File: src/rtl/core/mcpr_pkg.sv
// Shared codes and the pixel record for the motion-compensated reconstruction block.
`default_nettype none

package mcpr_pkg;

  // Item kinds on the input channel.
  localparam logic [1:0] KIND_INTRA = 2'd0;
  localparam logic [1:0] KIND_INTER = 2'd1;
  localparam logic [1:0] KIND_SWAP  = 2'd2;

  // Configuration register indexes.
  localparam int CFG_IDX_W  = 1;
  localparam int CFG_DATA_W = 6;
  localparam logic [CFG_IDX_W-1:0] CFG_MB_WIDE = 1'd0;
  localparam logic [CFG_IDX_W-1:0] CFG_MB_HIGH = 1'd1;

  // Plane coordinates and clamped reference coordinates.
  localparam int PIX_W = 9;
  localparam int REF_W = 10;

  // One pixel in flight: its own position, its reference position and its residual.
  typedef struct packed {
    logic [PIX_W-1:0]  px;
    logic [PIX_W-1:0]  py;
    logic [REF_W-1:0]  rx;
    logic [REF_W-1:0]  ry;
    logic              inter;
    logic              sel;
    logic signed [15:0] residual;
  } pix_t;

endpackage

`default_nettype wire

File: src/rtl/core/mcpr_recon.sv
// Reconstruction stage: reference select with forwarding, sum and clamp, output register.
`default_nettype none

module mcpr_recon #(
  parameter int RESIDUAL_FRAC_BITS = 4,
  parameter int AW                 = 18
) (
  input  wire logic                   clk,
  input  wire logic                   rst_n,
  input  wire logic                   load,
  input  wire mcpr_pkg::pix_t         s1_item,
  input  wire logic [AW-1:0]          wr_addr_in,
  input  wire logic                   fwd_match,
  input  wire logic [7:0]             q_a,
  input  wire logic [7:0]             q_b,
  output logic                        s2_free,
  output logic                        s2_go,
  output logic                        wr_sel,
  output logic [AW-1:0]               wr_addr,
  output logic [7:0]                  wr_data,
  output logic                        out_valid,
  input  wire logic                   out_ready,
  output logic [mcpr_pkg::PIX_W-1:0]  out_pixel_x,
  output logic [mcpr_pkg::PIX_W-1:0]  out_pixel_y,
  output logic [7:0]                  out_pixel_value
);

  localparam int TW = 18 + RESIDUAL_FRAC_BITS;

  logic                        s2_valid_r;
  mcpr_pkg::pix_t              item2_r;
  logic [AW-1:0]               wr_addr_r;
  logic                        fwd_hit_r;
  logic [7:0]                  fwd_val_r;
  logic                        out_valid_r;
  logic [mcpr_pkg::PIX_W-1:0]  out_x_r;
  logic [mcpr_pkg::PIX_W-1:0]  out_y_r;
  logic [7:0]                  out_v_r;
  logic                        out_free;
  logic [7:0]                  ref_pix;
  logic signed [TW-1:0]        res_ext;
  logic signed [TW-1:0]        sum;
  logic signed [TW-1:0]        shifted;
  logic [7:0]                  value;

  assign out_free = !out_valid_r || out_ready;
  assign s2_go    = s2_valid_r && out_free;
  assign s2_free  = !s2_valid_r || out_free;

  assign ref_pix = fwd_hit_r ? fwd_val_r : (item2_r.sel ? q_b : q_a);
  assign res_ext = TW'(item2_r.residual);

  always_comb begin
    if (item2_r.inter) begin
      sum = (TW'({1'b0, ref_pix}) <<< RESIDUAL_FRAC_BITS) + (res_ext <<< 1);
    end else begin
      sum = res_ext + (TW'(128) <<< RESIDUAL_FRAC_BITS);
    end
    shifted = sum >>> RESIDUAL_FRAC_BITS;
    if (sum < 0) begin
      value = 8'd0;
    end else if (shifted > TW'(255)) begin
      value = 8'd255;
    end else begin
      value = shifted[7:0];
    end
  end

  always_ff @(posedge clk) begin
    if (!rst_n) begin
      s2_valid_r  <= 1'b0;
      out_valid_r <= 1'b0;
    end else begin
      if (s2_free) begin
        s2_valid_r <= load;
      end
      if (out_free) begin
        out_valid_r <= s2_valid_r;
      end
    end
  end

  always_ff @(posedge clk) begin
    if (load) begin
      item2_r   <= s1_item;
      wr_addr_r <= wr_addr_in;
      // The beat leaving now writes the entry the new beat reads: take its value.
      fwd_hit_r <= fwd_match && s2_go;
      fwd_val_r <= value;
    end
    if (s2_go) begin
      out_x_r <= item2_r.px;
      out_y_r <= item2_r.py;
      out_v_r <= value;
    end
  end

  assign wr_sel          = item2_r.sel;
  assign wr_addr         = wr_addr_r;
  assign wr_data         = value;
  assign out_valid       = out_valid_r;
  assign out_pixel_x     = out_x_r;
  assign out_pixel_y     = out_y_r;
  assign out_pixel_value = out_v_r;

endmodule

`default_nettype wire
File: config.mk
export PLATFORM = sky130hd
export DESIGN_NAME = mcpr_recon
export DESIGN_NICKNAME = d
export VERILOG_FILES = /design/src/rtl/core/mcpr_pkg.sv /design/src/rtl/core/mcpr_recon.sv
export SDC_FILE = /design/constraint.sdc
export NUM_CORES = 1
export LEC_CHECK = 0
export BUFFER_PORTS_ARGS = -buffer_cell sky130_fd_sc_hd__clkbuf_2
export CORE_MARGIN = 2
export CORE_UTILIZATION = 35
export CTS_BUF_LIST = sky130_fd_sc_hd__clkbuf_2
export DETAILED_ROUTE_END_ITERATION = 8
export MAX_ROUTING_LAYER = met4
export PLACE_DENSITY = 0.65
export SYNTH_ARGS = -nofsm -noshare
export SYNTH_HDL_FRONTEND = slang
export SYNTH_SLANG_ARGS = --single-unit
File: constraint.sdc
create_clock -name clk -period 9.65 [get_ports clk]
set_input_delay 0.965 -clock clk [delete_from_list [all_inputs] [get_ports clk]]
set_output_delay 0.965 -clock clk [all_outputs]
set_load 0.1 [all_outputs]
==> reports/metrics.csv <==
metric,value,unit
CTS max path bufs,2,
total I/O pin count,151,
CP dominant cell by count,o21ai_0,
cell chain of the critical path,mux2i_1 > o21ai_0 > ha_1 > inv_1 > fa_1 > nand2b_1 > a21oi_1 > o21ai_0 > and4bb_2 > o21a_1 > a311oi_1 > clkbuf_2,
WL per Instance,14.9,um
total global routing overflow,0,
Die Ht,105,um
largest family of logic cells by synthesized area,compound AO/OA/AOI/OAI gates,
Initial DRT Pass Iterations,5,
total number of yosys warnings,0,
antenna violations before repair,0,
Mapped Nets,325,
Die W,105,um
worst-case clock skew,30.4,ps
CTS tree,built,
mux cell area share after synthesis,0.0283,
Max Fclk,0.179,GHz
synth unique cells,42,
most common cell in the synthesized netlist,edfxtp_1,
Worst Path Arrival,4630,ps
drt total wl,7360,um
Synth Area in XOR/XNOR,0.0147,
ys async rst share,0,
Core Area,9860,sq um
all-layer global routing usage,0.140,
Post-CTS Setup Bufs,0,
Crit. End Element,output port,
compound-cell area share of the yosys netlist,0.100,
DR top layer,met4,
first-pass GRT wire length,11600,um
CTS resizes,0,
ys flop type,edfxtp_1,
Max IR drop VDD,0.0901,mV
max-slew violations,0,
final net count,460,
post-synthesis cell area,3580,sq um
# DRC,0,
Filler cells,902,
DP HPWL,5510,um
TritonCTS Buffers,9,
Fin. Hold Viols,0,
clock root buffer,clkbuf_2,
Final setup viols,0,
I/O Buffers,127,
number of global-route vias before repair,2291,
die area,11100,sq um
hold_sp,item2_r[38],
post-synthesis instance total,220,
Vias/cell,4.72,
multi-input logic area,922,sq um
most frequent cells after synthesis,"86 x edfxtp_1, 15 x nand2_1, 13 x o21ai_0",
GP Congestion,0.914,
relative slew slack,0.413,
via count,2328,
synthesized flop and latch total,88,
drt first-iter violations,71,
clk_lat worst skew,490,ps
clock-pin slew on the worst setup and hold paths,250,ps
crit start category,flip-flop,
Worst setup startpoint,wr_sel,
antenna-violating nets left,0,
top post-synthesis cells by area,"edfxtp_1 72%, ha_1 3.1%, mux2i_1 2.5%",
post-synth top area share,0.721,
Static Leak,1.85,nW
worst min path class,reg -> reg,
# H-tree levels,3,
row count,36,
hold depth,0,
status,"complete, no violations",
CP peak stage delay,720,ps
Power Density,196,nW/um^2
crit-path max FO,9,
initial core utilization,0.363,
met3 routed WL,360,um
Post-CTS Hold Fix Bufs,0,
wire length on met1,3100,um
reg-to-reg startpoint,wr_sel,
critical path type,reg -> out,
post-synth top area cell,edfxtp_1,
setup TNS,0,ps
antenna diode count,0,
met2 WL,3820,um
adder-cell share of the synthesized area,0.0370,
CP required,8690,ps
Max-Cap Viols,0,
Worst path slowest cell,edfxtp_1,
RSZ-0062 raised after global routing,false,
clock sink total,88,
register area,2620,sq um
worst r2r path cells,11,
largest net degree at the start of global routing,62,
Tmin final,5600,ps
Area Overhead vs Synth,25.8,%
proportion of layout cells with a drive suffix above 1,0.428,
sequential element share of the synthesized area,0.733,
Mean Syn Cell Area,16.3,sq um
simple-gate area share of the yosys netlist,0.0765,
Pwr Total,0.000884,W
Slew @ Worst Pin,872,ps
Final period util,0.580,
Post-synth EDFFs,86,
## final cells by class
cell class	instances	share of cell area
tap	133	0.0370
inverter	5	0.00417
timing repair buffer	129	0.144
sequential	88	0.582
clock buffer	9	0.0100
multi-input combinational	122	0.205
clock inverter	7	0.0172
## cell families after synthesis
family / Yosys count
buffers and inverters: 10
and+or+nand+nor: 47
xor gates and xnor gates: 6
adders and majority gates: 10
muxes: 10
DFF: 88
AOI/OAI and AO/OA: 49
## sequential cells by signal (all words and copies together) (netlist names)
register         cells
wr_addr             18
fwd_val_r            8
fwd_hit_r            1
out_pixel_value      8
out_valid            1
s2_valid_r           1
out_pixel_y          9
out_pixel_x          9
wr_sel               1
item2_r             32
## placed cells by master, fill, tap and decap left out, drive strengths merged, types with 3 or more instances in the layout
cell type    n
clkbuf     136
edfxtp      86
nand2       16
o21ai       14
mux2i        9
ha           9
a311oi       9
a21oi        7
inv          7
nor2         6
nor2b        5
o21a         4
xnor2        4
nor4b        4
nand2b       3
and3b        3
## power breakdown
group	switching, W	leakage [nW]	internal, W
Clock	0.000124	0.0681	0.0000621
Combinational	0.000179	0.932	0.0000525
Sequential	0.0000144	0.848	0.000452
## critical path: cells and delay by family (launching register included)
family / cells / cell delay (ps)
AO/OA/AOI/OAI: 5 / 1600
adder cells (fa/ha/maj): 2 / 620
buffers and inverters: 2 / 620
flip-flops: 1 / 720
multiplexers: 1 / 150
AND/OR/NAND/NOR: 2 / 440
## layer usage
metal | up-vias | GRT usage
met2 | 78 | 0.233
met4 | 0 | 0.0571
li1 | 1141 | -
met5 | - | -
met3 | 8 | 0.0306
met1 | 1101 | 0.165
## final timing paths
check / end / slack, ps
worst max-delay path: wr_data[3] / 4050
worst max register to register: out_pixel_value[3] / 5810
worst min register to register: out_pixel_y[0] / 440
worst min-delay path: out_pixel_y[0] / 440
## metrics by stage
stage	cell area (sq um)	hold slack, ps	utilization	setup WS, ps	cells
final	4500	437	0.456	4050	493
after floorplan	3580	400	-	2810	220
after CTS	4500	438	0.456	3910	493
after detailed placement	4380	405	0.444	4280	477
after global routing	4500	449	0.456	3640	493
after global placement	4380	400	0.444	4400	477
Power figures use the tool's default switching activity.
