[src/rtl/core/mcpr_pkg.sv]
// Shared codes and the pixel record for the motion-compensated reconstruction block.
`default_nettype none

package mcpr_pkg;

  // Item kinds on the input channel.
  localparam logic [1:0] KIND_INTRA = 2'd0;
  localparam logic [1:0] KIND_INTER = 2'd1;
  localparam logic [1:0] KIND_SWAP  = 2'd2;

  // Configuration register indexes.
  localparam int CFG_IDX_W  = 1;
  localparam int CFG_DATA_W = 6;
  localparam logic [CFG_IDX_W-1:0] CFG_MB_WIDE = 1'd0;
  localparam logic [CFG_IDX_W-1:0] CFG_MB_HIGH = 1'd1;

  // Plane coordinates and clamped reference coordinates.
  localparam int PIX_W = 9;
  localparam int REF_W = 10;

  // One pixel in flight: its own position, its reference position and its residual.
  typedef struct packed {
    logic [PIX_W-1:0]  px;
    logic [PIX_W-1:0]  py;
    logic [REF_W-1:0]  rx;
    logic [REF_W-1:0]  ry;
    logic              inter;
    logic              sel;
    logic signed [15:0] residual;
  } pix_t;

endpackage

`default_nettype wire

[src/rtl/core/mcpr_coord.sv]
// Input stage: pixel position, plane check, clamped reference position, store select.
`default_nettype none

module mcpr_coord (
  input  wire logic                clk,
  input  wire logic                rst_n,
  input  wire logic                in_valid,
  output logic                     in_ready,
  input  wire logic [1:0]          in_kind,
  input  wire logic [4:0]          in_block_col,
  input  wire logic [4:0]          in_block_row,
  input  wire logic [7:0]          in_pixel_index,
  input  wire logic signed [6:0]   in_motion_x,
  input  wire logic signed [6:0]   in_motion_y,
  input  wire logic signed [15:0]  in_residual,
  input  wire logic [mcpr_pkg::CFG_DATA_W-1:0] mb_cols,
  input  wire logic [mcpr_pkg::CFG_DATA_W-1:0] mb_rows,
  input  wire logic                s2_free,
  output logic                     s1_valid,
  output logic                     s1_go,
  output mcpr_pkg::pix_t           s1_item,
  output logic                     ref_sel
);

  logic                         s1_valid_r;
  logic                         ref_sel_r;
  mcpr_pkg::pix_t               item_r;
  mcpr_pkg::pix_t               item_nxt;
  logic                         in_acc;
  logic                         is_pixel;
  logic                         in_plane;
  logic                         take;
  logic [mcpr_pkg::REF_W-1:0]   w_max;
  logic [mcpr_pkg::REF_W-1:0]   h_max;
  logic signed [mcpr_pkg::REF_W:0] sx;
  logic signed [mcpr_pkg::REF_W:0] sy;

  assign in_ready = !s1_valid_r || s2_free;
  assign in_acc   = in_valid && in_ready;
  assign s1_go    = s1_valid_r && s2_free;

  always_comb begin
    case (in_kind) inside
      mcpr_pkg::KIND_INTRA, mcpr_pkg::KIND_INTER: is_pixel = 1'b1;
      default:                                    is_pixel = 1'b0;
    endcase
  end

  assign in_plane = ({1'b0, in_block_col} < mb_cols) && ({1'b0, in_block_row} < mb_rows);
  assign take     = in_acc && is_pixel && in_plane;

  assign w_max = {mb_cols, 4'b0000} - 10'd1;
  assign h_max = {mb_rows, 4'b0000} - 10'd1;

  always_comb begin
    item_nxt.px       = {in_block_col, in_pixel_index[6], in_pixel_index[2:0]};
    item_nxt.py       = {in_block_row, in_pixel_index[7], in_pixel_index[5:3]};
    item_nxt.inter    = (in_kind == mcpr_pkg::KIND_INTER);
    item_nxt.sel      = ref_sel_r;
    item_nxt.residual = in_residual;
    sx = $signed({2'b00, item_nxt.px}) + $signed({{4{in_motion_x[6]}}, in_motion_x});
    sy = $signed({2'b00, item_nxt.py}) + $signed({{4{in_motion_y[6]}}, in_motion_y});
    // Clamp the reference position to the plane.
    if (sx[mcpr_pkg::REF_W]) begin
      item_nxt.rx = '0;
    end else if (sx[mcpr_pkg::REF_W-1:0] > w_max) begin
      item_nxt.rx = w_max;
    end else begin
      item_nxt.rx = sx[mcpr_pkg::REF_W-1:0];
    end
    if (sy[mcpr_pkg::REF_W]) begin
      item_nxt.ry = '0;
    end else if (sy[mcpr_pkg::REF_W-1:0] > h_max) begin
      item_nxt.ry = h_max;
    end else begin
      item_nxt.ry = sy[mcpr_pkg::REF_W-1:0];
    end
  end

  always_ff @(posedge clk) begin
    if (!rst_n) begin
      s1_valid_r <= 1'b0;
      ref_sel_r  <= 1'b0;
    end else begin
      if (in_acc && in_kind == mcpr_pkg::KIND_SWAP) begin
        ref_sel_r <= !ref_sel_r;
      end
      if (in_ready) begin
        s1_valid_r <= take;
      end
    end
  end

  always_ff @(posedge clk) begin
    if (take) begin
      item_r <= item_nxt;
    end
  end

  assign s1_valid = s1_valid_r;
  assign s1_item  = item_r;
  assign ref_sel  = ref_sel_r;

endmodule

`default_nettype wire

[config.mk]
export PLATFORM = sky130hd
export DESIGN_NAME = mcpr_coord
export DESIGN_NICKNAME = d
export VERILOG_FILES = /design/src/rtl/core/mcpr_pkg.sv /design/src/rtl/core/mcpr_coord.sv
export SDC_FILE = /design/constraint.sdc
export NUM_CORES = 1
export LEC_CHECK = 0
export ABC_AREA = 1
export BUFFER_PORTS_ARGS = -buffer_cell sky130_fd_sc_hd__buf_2
export CAP_MARGIN = 20
export CORE_MARGIN = 1
export CORE_UTILIZATION = 45
export DETAILED_ROUTE_END_ITERATION = 7
export PLACE_DENSITY = 0.72
export SLEW_MARGIN = 20
export SYNTH_ARGS = -nofsm -noshare
export SYNTH_HDL_FRONTEND = slang
export SYNTH_SLANG_ARGS = --single-unit
[constraint.sdc]
create_clock -name clk -period 3.3 [get_ports clk]
set_clock_uncertainty 0.1 [all_clocks]
set_input_delay 0.66 -clock clk [delete_from_list [all_inputs] [get_ports clk]]
set_output_delay 0.66 -clock clk [all_outputs]
set_load 0.005 [all_outputs]
==> metrics list, run 1 <==
- Together, buffers and inverters on the worst path number 3.
- In this run the remaining antenna-violating nets after routing total 0.
* CP required: 3290 ps
- Worst vdd ir: between 0.15 and 0.2 mV
- Start-to-end type of the worst setup path: in2reg
* Clock tree root buffer cell: sky130_fd_sc_hd__clkbuf_8
- FF+latch count, synth: 58
- Drt first pass iters: 4
- Most frequently used cell type in the post-synthesis netlist: sky130_fd_sc_hd__nand2_1
* Most common cell type on the critical path: sky130_fd_sc_hd__nand2_1
* Global-route wire length before repair: roughly 14000 microns
* Aggregate routed wire length: a little under 9000 microns
- Cells fill 59.74% of the core in the end.
- The total area inside the core boundary comes to about 8200 sq um.
- Once placement finished, the instance area stood at 4706 sq um.
- In the final routed layout, each cell accounts on average for roughly 12 microns.
* Final TNS setup: 0 ps
- Final net count: a little over 700
- Global routing consumed, on the met2 layer, 33.76% of the routing resources.
- Ranked by total cell area, the synthesized netlist is headed by sky130_fd_sc_hd__edfxtp_1 44%, sky130_fd_sc_hd__ha_1 14%, sky130_fd_sc_hd__nand2_1 13%.
- Row count: 33
- Arrival time worst endpoint: 3020 ps
* CTS Buf Count: 9
* Portion of synthesized cell area occupied by the leading cell type: 44.01%
- Leakage power summed over all cells: between 2 and 3 nW
* Slew Limit Headroom: between 70 and 80%
- Horizontal extent of the die: 94.15 microns
* Instance count of the mapped netlist: 451
- For this run, the register share of the synthesized area comes to 45.06%.
* Number of buffers inserted for hold repair after clock tree synthesis: 0
- HPWL after detailed placement: 7247 microns
- Type of the worst min-delay path: reg2reg
- Top_reg_cell synth: sky130_fd_sc_hd__edfxtp_1
- Global route hottest layer: met2
- Setup repair after global routing left no endpoint under its margin.
* Clock latency on the worst-skew pair: 340 ps
- The die covers 8864 sq um.
* Critical-path cell list: buf_2 -> ha_1 -> fa_1 -> nand3_1 -> nand3_1 -> nand2_1 -> nand3_1 -> nand2_1 -> inv_1 -> ha_1 -> nand2_1 -> nor2_1 -> o21ai_0 -> nand3_1 -> nand2_4 -> inv_2 -> nand2_1 -> nand2_1 -> nor2_1
- Post-synth EDFFs: between 50 and 60
- The routed layout has 3408 vias.
- Initial antenna violation count: 0
* Crit path max fanout: 8
* Min Tclk post-route: 3033 ps
* Leading cell types by count after synthesis: 136 x sky130_fd_sc_hd__nand2_1, 61 x sky130_fd_sc_hd__inv_1, 56 x sky130_fd_sc_hd__edfxtp_1
- STA classifies the critical path endpoint as a register.
- Number of distinct standard cells referenced by the synthesized netlist: 23
- Final number of hold-violating endpoints: 0
* Transition time at the pin with the least slew margin: 368.4 ps
- Global routing finished with a remaining overflow of 0.
- In this design, the stage delay of the slowest critical-path cell is 390 ps.
- During synthesis, Yosys emitted a total of 0 warnings.
- In this run the tool buffered the top-level ports with 125 buffer cells.
- Reg clk slew, reported paths: 70 ps
* Final antenna diode count: 0
- Deepest clock path buffer count: 2
- STA classifies the critical path startpoint as an input port.
- Sinks on Clock Net: 58
- The flow ran to the end, and the final reports show no timing, DRC or antenna violations.
- Number of global-route vias before repair: 3183
- Sequential cell fraction of total power: 41.2%
- Global routing used approximately 28% of the available met1 tracks.
* Maximum number of pins on one net before global-route repair: 29
- The average instance in the mapped netlist occupies 8.473 sq um.
- Net switching is 31.36% of the power.
- Area of all placed cells without fillers: 4908 sq um
- Total power divided by cell area: 432.7 nW/um^2
- The analysis attributes to net switching a power of 0.0006661 W.
* Vias per cell: ~4.8
- Of the cells placed in the final design, the portion with a size suffix greater than 1 is roughly 28%.
- From synthesis to final layout, the design area changed by 28.45%.
* Number of max-cap violations: 0
* Number of top-level pins: roughly 130
- Combinational power share: 27.8%
* Last weighted congestion value of the routability-driven placer: 0.8604
- After clock tree synthesis, the repair step resized 0 gates.
- Worst path slowest cell: sky130_fd_sc_hd__fa_1
- Buffers inserted by post-CTS timing repair: 0
- Global routing consumed, over all layers together, 21.02% of the routing resources.
* Number of H-tree levels: 3
* CTS tree: built
- After synthesis, the share of flip-flops with an asynchronous set or reset is 0%.
* Drt first-iter violations: roughly 160
* Post-synth net total: ~560
- For met3 alone, demand over resource in global routing was between 4 and 5%.
- Of the available clock period, the critical path in the final layout requires 91.90%.
- Cell taking the most area after synthesis: sky130_fd_sc_hd__edfxtp_1
* Synthesized area: 3821 sq um
- From bottom edge to top edge, the die measures 94.15 microns.
* Starting density of the core: 46.51%
- Setup violations remaining at the end of the flow were counted as 0.
* # DRC: 0
- The internal portion of the total power is approximately 0.0015 W.
* Share of power burned in the clock network: 31.0%
- Across all hold checks on the routed design, the worst slack comes to 373.4 ps.
- Max frequency: 329.7 MHz
- Top delay family on crit path: simple AND/OR/NAND/NOR gates
* Fin. max-slew vios: 0
-- power by group through the flow --
stage	registers, W	logic [W]	clock network [W]
floorplan	0.000900	0.000371	0
global placement	0.000890	0.000578	0
detailed placement	0.000892	0.000588	0
CTS	0.000876	0.000592	0.000680
global route	0.000878	0.000679	0.000705
finish	0.000875	0.000590	0.000659
-- per-stage QoR --
stage	setup WS [ps]	total power, W	instances
3_3_place_gp	-8.928	0.001469	698
6_report	267.2	0.002124	714
4_1_cts	279.5	0.002148	714
3_5_place_dp	-90.31	0.001480	698
5_1_grt	1.378	0.002263	714
2_1_floorplan	194.9	0.001270	451
-- cells by family (layout without fill, tap and decap cells) --
kind of cell	Yosys count	in the layout	synth area share, %
AO/OA/AOI/OAI	33	33	4.650
buffers and inverters	63	221	6.254
flip-flops	58	58	45.06
XOR/XNOR	12	12	2.750
adder cells (fa/ha/maj)	44	44	14.80
AND/OR/NAND/NOR	241	241	26.49
-- metal layers --
metal | vias up | wire (microns)
met5 | - | 0
met4 | 0 | 127
met3 | 12 | 521
met2 | 102 | 4044
met1 | 1498 | 4097
li1 | 1796 | -
-- flip-flops by register name (all words and copies together) (netlist names) --
register	count
ref_sel	1
s1_item	56
s1_valid	1
-- final timing paths --
path	start	endpoint	slack, ps	cells after the start
setup / recovery	in_pixel_index[3]	s1_item[24]$_SDFFCE_PP0P_	270	19
setup reg to reg	s1_valid$_SDFFE_PN0N_	s1_item[52]$_DFFE_PP_	1720	6
hold reg to reg	ref_sel$_SDFFE_PN0P_	s1_item[16]$_DFFE_PP_	370	0
hold / removal	ref_sel$_SDFFE_PN0P_	s1_item[16]$_DFFE_PP_	370	0
-- placed cells by master, fill, tap and decap left out, types with 2 or more instances in the layout --
master,count
sky130_fd_sc_hd__nor3_1,3
sky130_fd_sc_hd__a21oi_1,21
sky130_fd_sc_hd__buf_4,17
sky130_fd_sc_hd__inv_1,60
sky130_fd_sc_hd__xnor2_1,4
sky130_fd_sc_hd__edfxtp_1,56
sky130_fd_sc_hd__xor2_1,8
sky130_fd_sc_hd__ha_1,42
sky130_fd_sc_hd__inv_2,2
sky130_fd_sc_hd__fa_1,2
sky130_fd_sc_hd__buf_2,125
sky130_fd_sc_hd__nand2_1,136
sky130_fd_sc_hd__clkinv_4,2
sky130_fd_sc_hd__clkbuf_8,9
sky130_fd_sc_hd__dfxtp_1,2
sky130_fd_sc_hd__nor2_1,48
sky130_fd_sc_hd__nand2_4,2
sky130_fd_sc_hd__o21ai_0,7
sky130_fd_sc_hd__clkinvlp_4,3
sky130_fd_sc_hd__nand4_1,6
sky130_fd_sc_hd__o21bai_1,4
sky130_fd_sc_hd__nand3_1,37
sky130_fd_sc_hd__nand2_2,6
-- final cells by class --
cell class	instances	area [sq um]
Fill cell	740	3308
Clock inverter	7	78.83
Multi-Input combinational cell	330	1861
Clock buffer	9	123.9
Tap cell	105	131.4
Timing Repair Buffer	142	753.2
Sequential cell	58	1722
Inverter	63	239.0
Power figures use the tool's default switching activity.
==> run 2: changes to the inputs <==
--- a/config.mk
+++ b/config.mk
@@ -9,9 +9,11 @@
 export BUFFER_PORTS_ARGS = -buffer_cell sky130_fd_sc_hd__buf_2
 export CAP_MARGIN = 20
 export CORE_MARGIN = 1
-export CORE_UTILIZATION = 45
+export CORE_UTILIZATION = 51
 export DETAILED_ROUTE_END_ITERATION = 7
-export PLACE_DENSITY = 0.72
+export PLACE_DENSITY = 0.8
+export RECOVER_POWER = 100
+export SKIP_LAST_GASP = 1
 export SLEW_MARGIN = 20
 export SYNTH_ARGS = -nofsm -noshare
 export SYNTH_HDL_FRONTEND = slang
==> run 2 against run 1 <==
  * Via count rose by 3.2%
  * Sequential power barely moved
  * Worst hold slack hardly changed
  * Critical path type unchanged
==> metrics list, run 2 (synthesized netlist as in run 1, its figures left out) <==
* Status: completed (unchanged)
* Slew Limit Headroom: 52.33% (was 75.44%)
* Max FFs per register: 56 (unchanged)
- The deepest level of the CTS H-tree came to 3 (unchanged).
- Worst path slowest cell: sky130_fd_sc_hd__fa_1 (unchanged)
- The number of antenna violations at the first check in global routing came to 0 (unchanged).
- Leakage power summed over all cells: 2.371 nW (was 2.548 nW)
- Layout cell share with drive strength beyond 1: 16.91% (was 28.08%)
* Last weighted congestion value of the routability-driven placer: 0.8810 (was 0.8604)
* Top library cells by usage in the layout, fill and taps aside: 136 x sky130_fd_sc_hd__nand2_1, 67 x sky130_fd_sc_hd__clkbuf_1, 61 x sky130_fd_sc_hd__inv_1 (was 136 x sky130_fd_sc_hd__nand2_1, 125 x sky130_fd_sc_hd__buf_2, 60 x sky130_fd_sc_hd__inv_1)
- Final number of hold-violating endpoints: 0 (unchanged)
* Critical register-to-register path startpoint: s1_valid$_SDFFE_PN0N_ (unchanged)
- The count of pins over their slew limit is 0 (unchanged).
- The number of buffers on the longest clock path is 2 (unchanged).
- Total via count in the routed design: 3518 (was 3408)
- The CTS tree is built (unchanged).
* Total power divided by cell area: 456.3 nW/um^2 (was 432.7 nW/um^2)
- The clock period minus final worst setup slack came to 3064 ps (was 3033 ps).
* Transition time at the pin with the least slew margin: 715.0 ps (was 368.4 ps)
* Most common cell type on the critical path: sky130_fd_sc_hd__nand2_1 (unchanged)
* Sinks on Clock Net: 58 (unchanged)
- The final-report setup violation count is 0 (unchanged).
* Hold Path Origin: ref_sel$_SDFFE_PN0P_ (unchanged)
* Maximum number of pins on one net before global-route repair: 53 (was 29)
- The final routed wirelength across all metal layers was 9231 microns (was 8790 microns).
- Arrival time worst endpoint: 3050 ps (was 3020 ps)
- The buffer and inverter count on the worst path came to 3 (unchanged).
- The startpoint class of the critical path was an input port (unchanged).
- Max frequency: 326.4 MHz (was 329.7 MHz)
- The CTS buffer count was 9 (unchanged).
- Final global-route overflow total: 0 (unchanged)
- The critical path's largest stage delay was 390 ps (about the same).
- Worst Setup End Kind: register (unchanged)
- The endpoint required time on the critical path is 3290 ps (about the same).
- Synthesis-to-finish area growth: 26.52% (was 28.45%)
- The number of optimization iterations in the first detailed-route pass came to 4 (unchanged).
* Type of the worst min-delay path: reg2reg (unchanged)
- The detailed router's first-iteration violation count was 178 (was 158).
* Total power: 0.002206 W (was 0.002124 W)
- Vias per cell: 4.969 (was 4.773)
- Number of max-cap violations: 0 (unchanged)
- Horizontal extent of the die: 88.56 microns (was 94.15 microns)
* Post-route clock period utilization: 92.83% (was 91.90%)
* Count of input and output buffers: 125 (unchanged)
- The remaining routing DRC violations is 0 (unchanged).
- Detail Route Antenna Nets: 0 (unchanged)
- Placeable Area: 7253 sq um (was 8217 sq um)
- The root buffer cell was sky130_fd_sc_hd__clkbuf_8 (unchanged).
* Number of global-route vias before repair: 3302 (was 3183)
- Worst vdd ir: 0.2885 mV (was 0.1715 mV)
- The clock-pin slew on the worst setup and hold paths was 70 ps (about the same).
* Overall die height: 88.56 microns (was 94.15 microns)
- Critical-path cell list: clkbuf_1 -> ha_1 -> fa_1 -> nand3_1 -> nand3_1 -> nand2_1 -> nand3_1 -> nand2_1 -> inv_1 -> ha_1 -> nand2_1 -> nor2_2 -> o21ai_0 -> nand3_1 -> nand2_4 -> inv_2 -> nand2_1 -> nand2_1 -> nor2_1 (was buf_2 -> ha_1 -> fa_1 -> nand3_1 -> nand3_1 -> nand2_1 -> nand3_1 -> nand2_1 -> inv_1 -> ha_1 -> nand2_1 -> nor2_1 -> o21ai_0 -> nand3_1 -> nand2_4 -> inv_2 -> nand2_1 -> nand2_1 -> nor2_1)
* Overall Global Routing Usage: 24.40% (was 21.02%)
* Number of top-level pins: 126 (unchanged)
- Clock latency on the worst-skew pair: 340 ps (about the same)
- Area of all placed cells without fillers: 4835 sq um (was 4908 sq um)
- The HPWL after detailed placement came to 7515 microns (was 7247 microns).
- Top delay family on crit path: simple AND/OR/NAND/NOR gates (unchanged)
* Average detailed-routed wire length per instance: 13.04 microns (was 12.31 microns)
* Final net count: 714 (unchanged)
- Row count: 31 (was 33)
* Crit path max fanout: 8 (unchanged)
- The worst setup path category is in2reg (unchanged).
* Placed inst area: 4703 sq um (was 4706 sq um)
* Starting density of the core: 52.68% (was 46.51%)
* Final antenna diode count: 0 (unchanged)
- Critical path launch point: in_pixel_index[3] (unchanged)
- RSZ-0062 raised after global routing: false (unchanged)
* Most common library cell in the layout ignoring fill and taps: sky130_fd_sc_hd__nand2_1 (unchanged)
* Die area: 7843 sq um (was 8864 sq um)
* Global-route wire length before repair: 14450 microns (was 14350 microns)
run 2: cell count changes in the layout (fill, tap and decap cells not counted), moves of 2 or more:
cell / previous run / this run
sky130_fd_sc_hd__buf_2: 125 / 60
sky130_fd_sc_hd__clkbuf_4: 0 / 3
sky130_fd_sc_hd__clkbuf_1: 0 / 67
sky130_fd_sc_hd__clkinvlp_4: 3 / 1
sky130_fd_sc_hd__buf_4: 17 / 11
run 2: cell type report:
| cell class | instances | area, sq um |
|---|---|---|
| sequential | 58 | 1722 |
| clock buffer | 9 | 123.9 |
| tap | 99 | 123.9 |
| timing repair buffer | 142 | 660.6 |
| fill | 672 | 2419 |
| multi-input combinational | 330 | 1863 |
| clock inverter | 7 | 102.6 |
| inverter | 63 | 239.0 |
run 2: layer usage:
layer / vias up / share of wire [%] / global-route usage (%)
li1: 1799 / - / -
met1: 1581 / 44 / 30.07
met2: 120 / 49 / 42.10
met3: 18 / 5.7 / 4.944
met4: 0 / 2.0 / 9.384
met5: - / 0 / 0
run 2: repair_timing:
action                                  4_1_cts  5_1_grt
buffers inserted                              0        1
endpoints found under the setup margin        0        4
resized for setup                             0        1
hold buffers                                  0        0
run 2: where the power goes:
group	switching [W]	leakage, nW	internal, W
logic	0.000363	1.72	0.000227
clock network	0.000308	0.110	0.000431
registers	0.00000923	0.541	0.000867
total	0.000681	2.37	0.00153
run 2: per-stage QoR:
stage          cells  setup TNS (ps)  util [%]  setup WS, ps  hold WS [ps]
6_report         708               0     66.66         236.5         373.1
5_1_grt          708               0     66.66         6.836         373.9
4_1_cts          707               0     67.97         242.6         373.5
3_5_place_dp     691          -952.1     64.84        -117.9         356.0
3_3_place_gp     691               0     64.84         15.77         350.8
2_1_floorplan    451               0         -         194.9         354.0
run 2: final timing paths:
| kind | endpoint | slack [ps] | depth (start not counted) |
|---|---|---|---|
| worst max-delay path | s1_item[27]$_SDFFCE_PP0P_ | 240 | 19 |
| worst min-delay path | s1_item[16]$_DFFE_PP_ | 370 | 0 |
| worst max register to register | s1_item[23]$_SDFFCE_PP0P_ | 1260 | 6 |
| worst min register to register | s1_item[16]$_DFFE_PP_ | 370 | 0 |
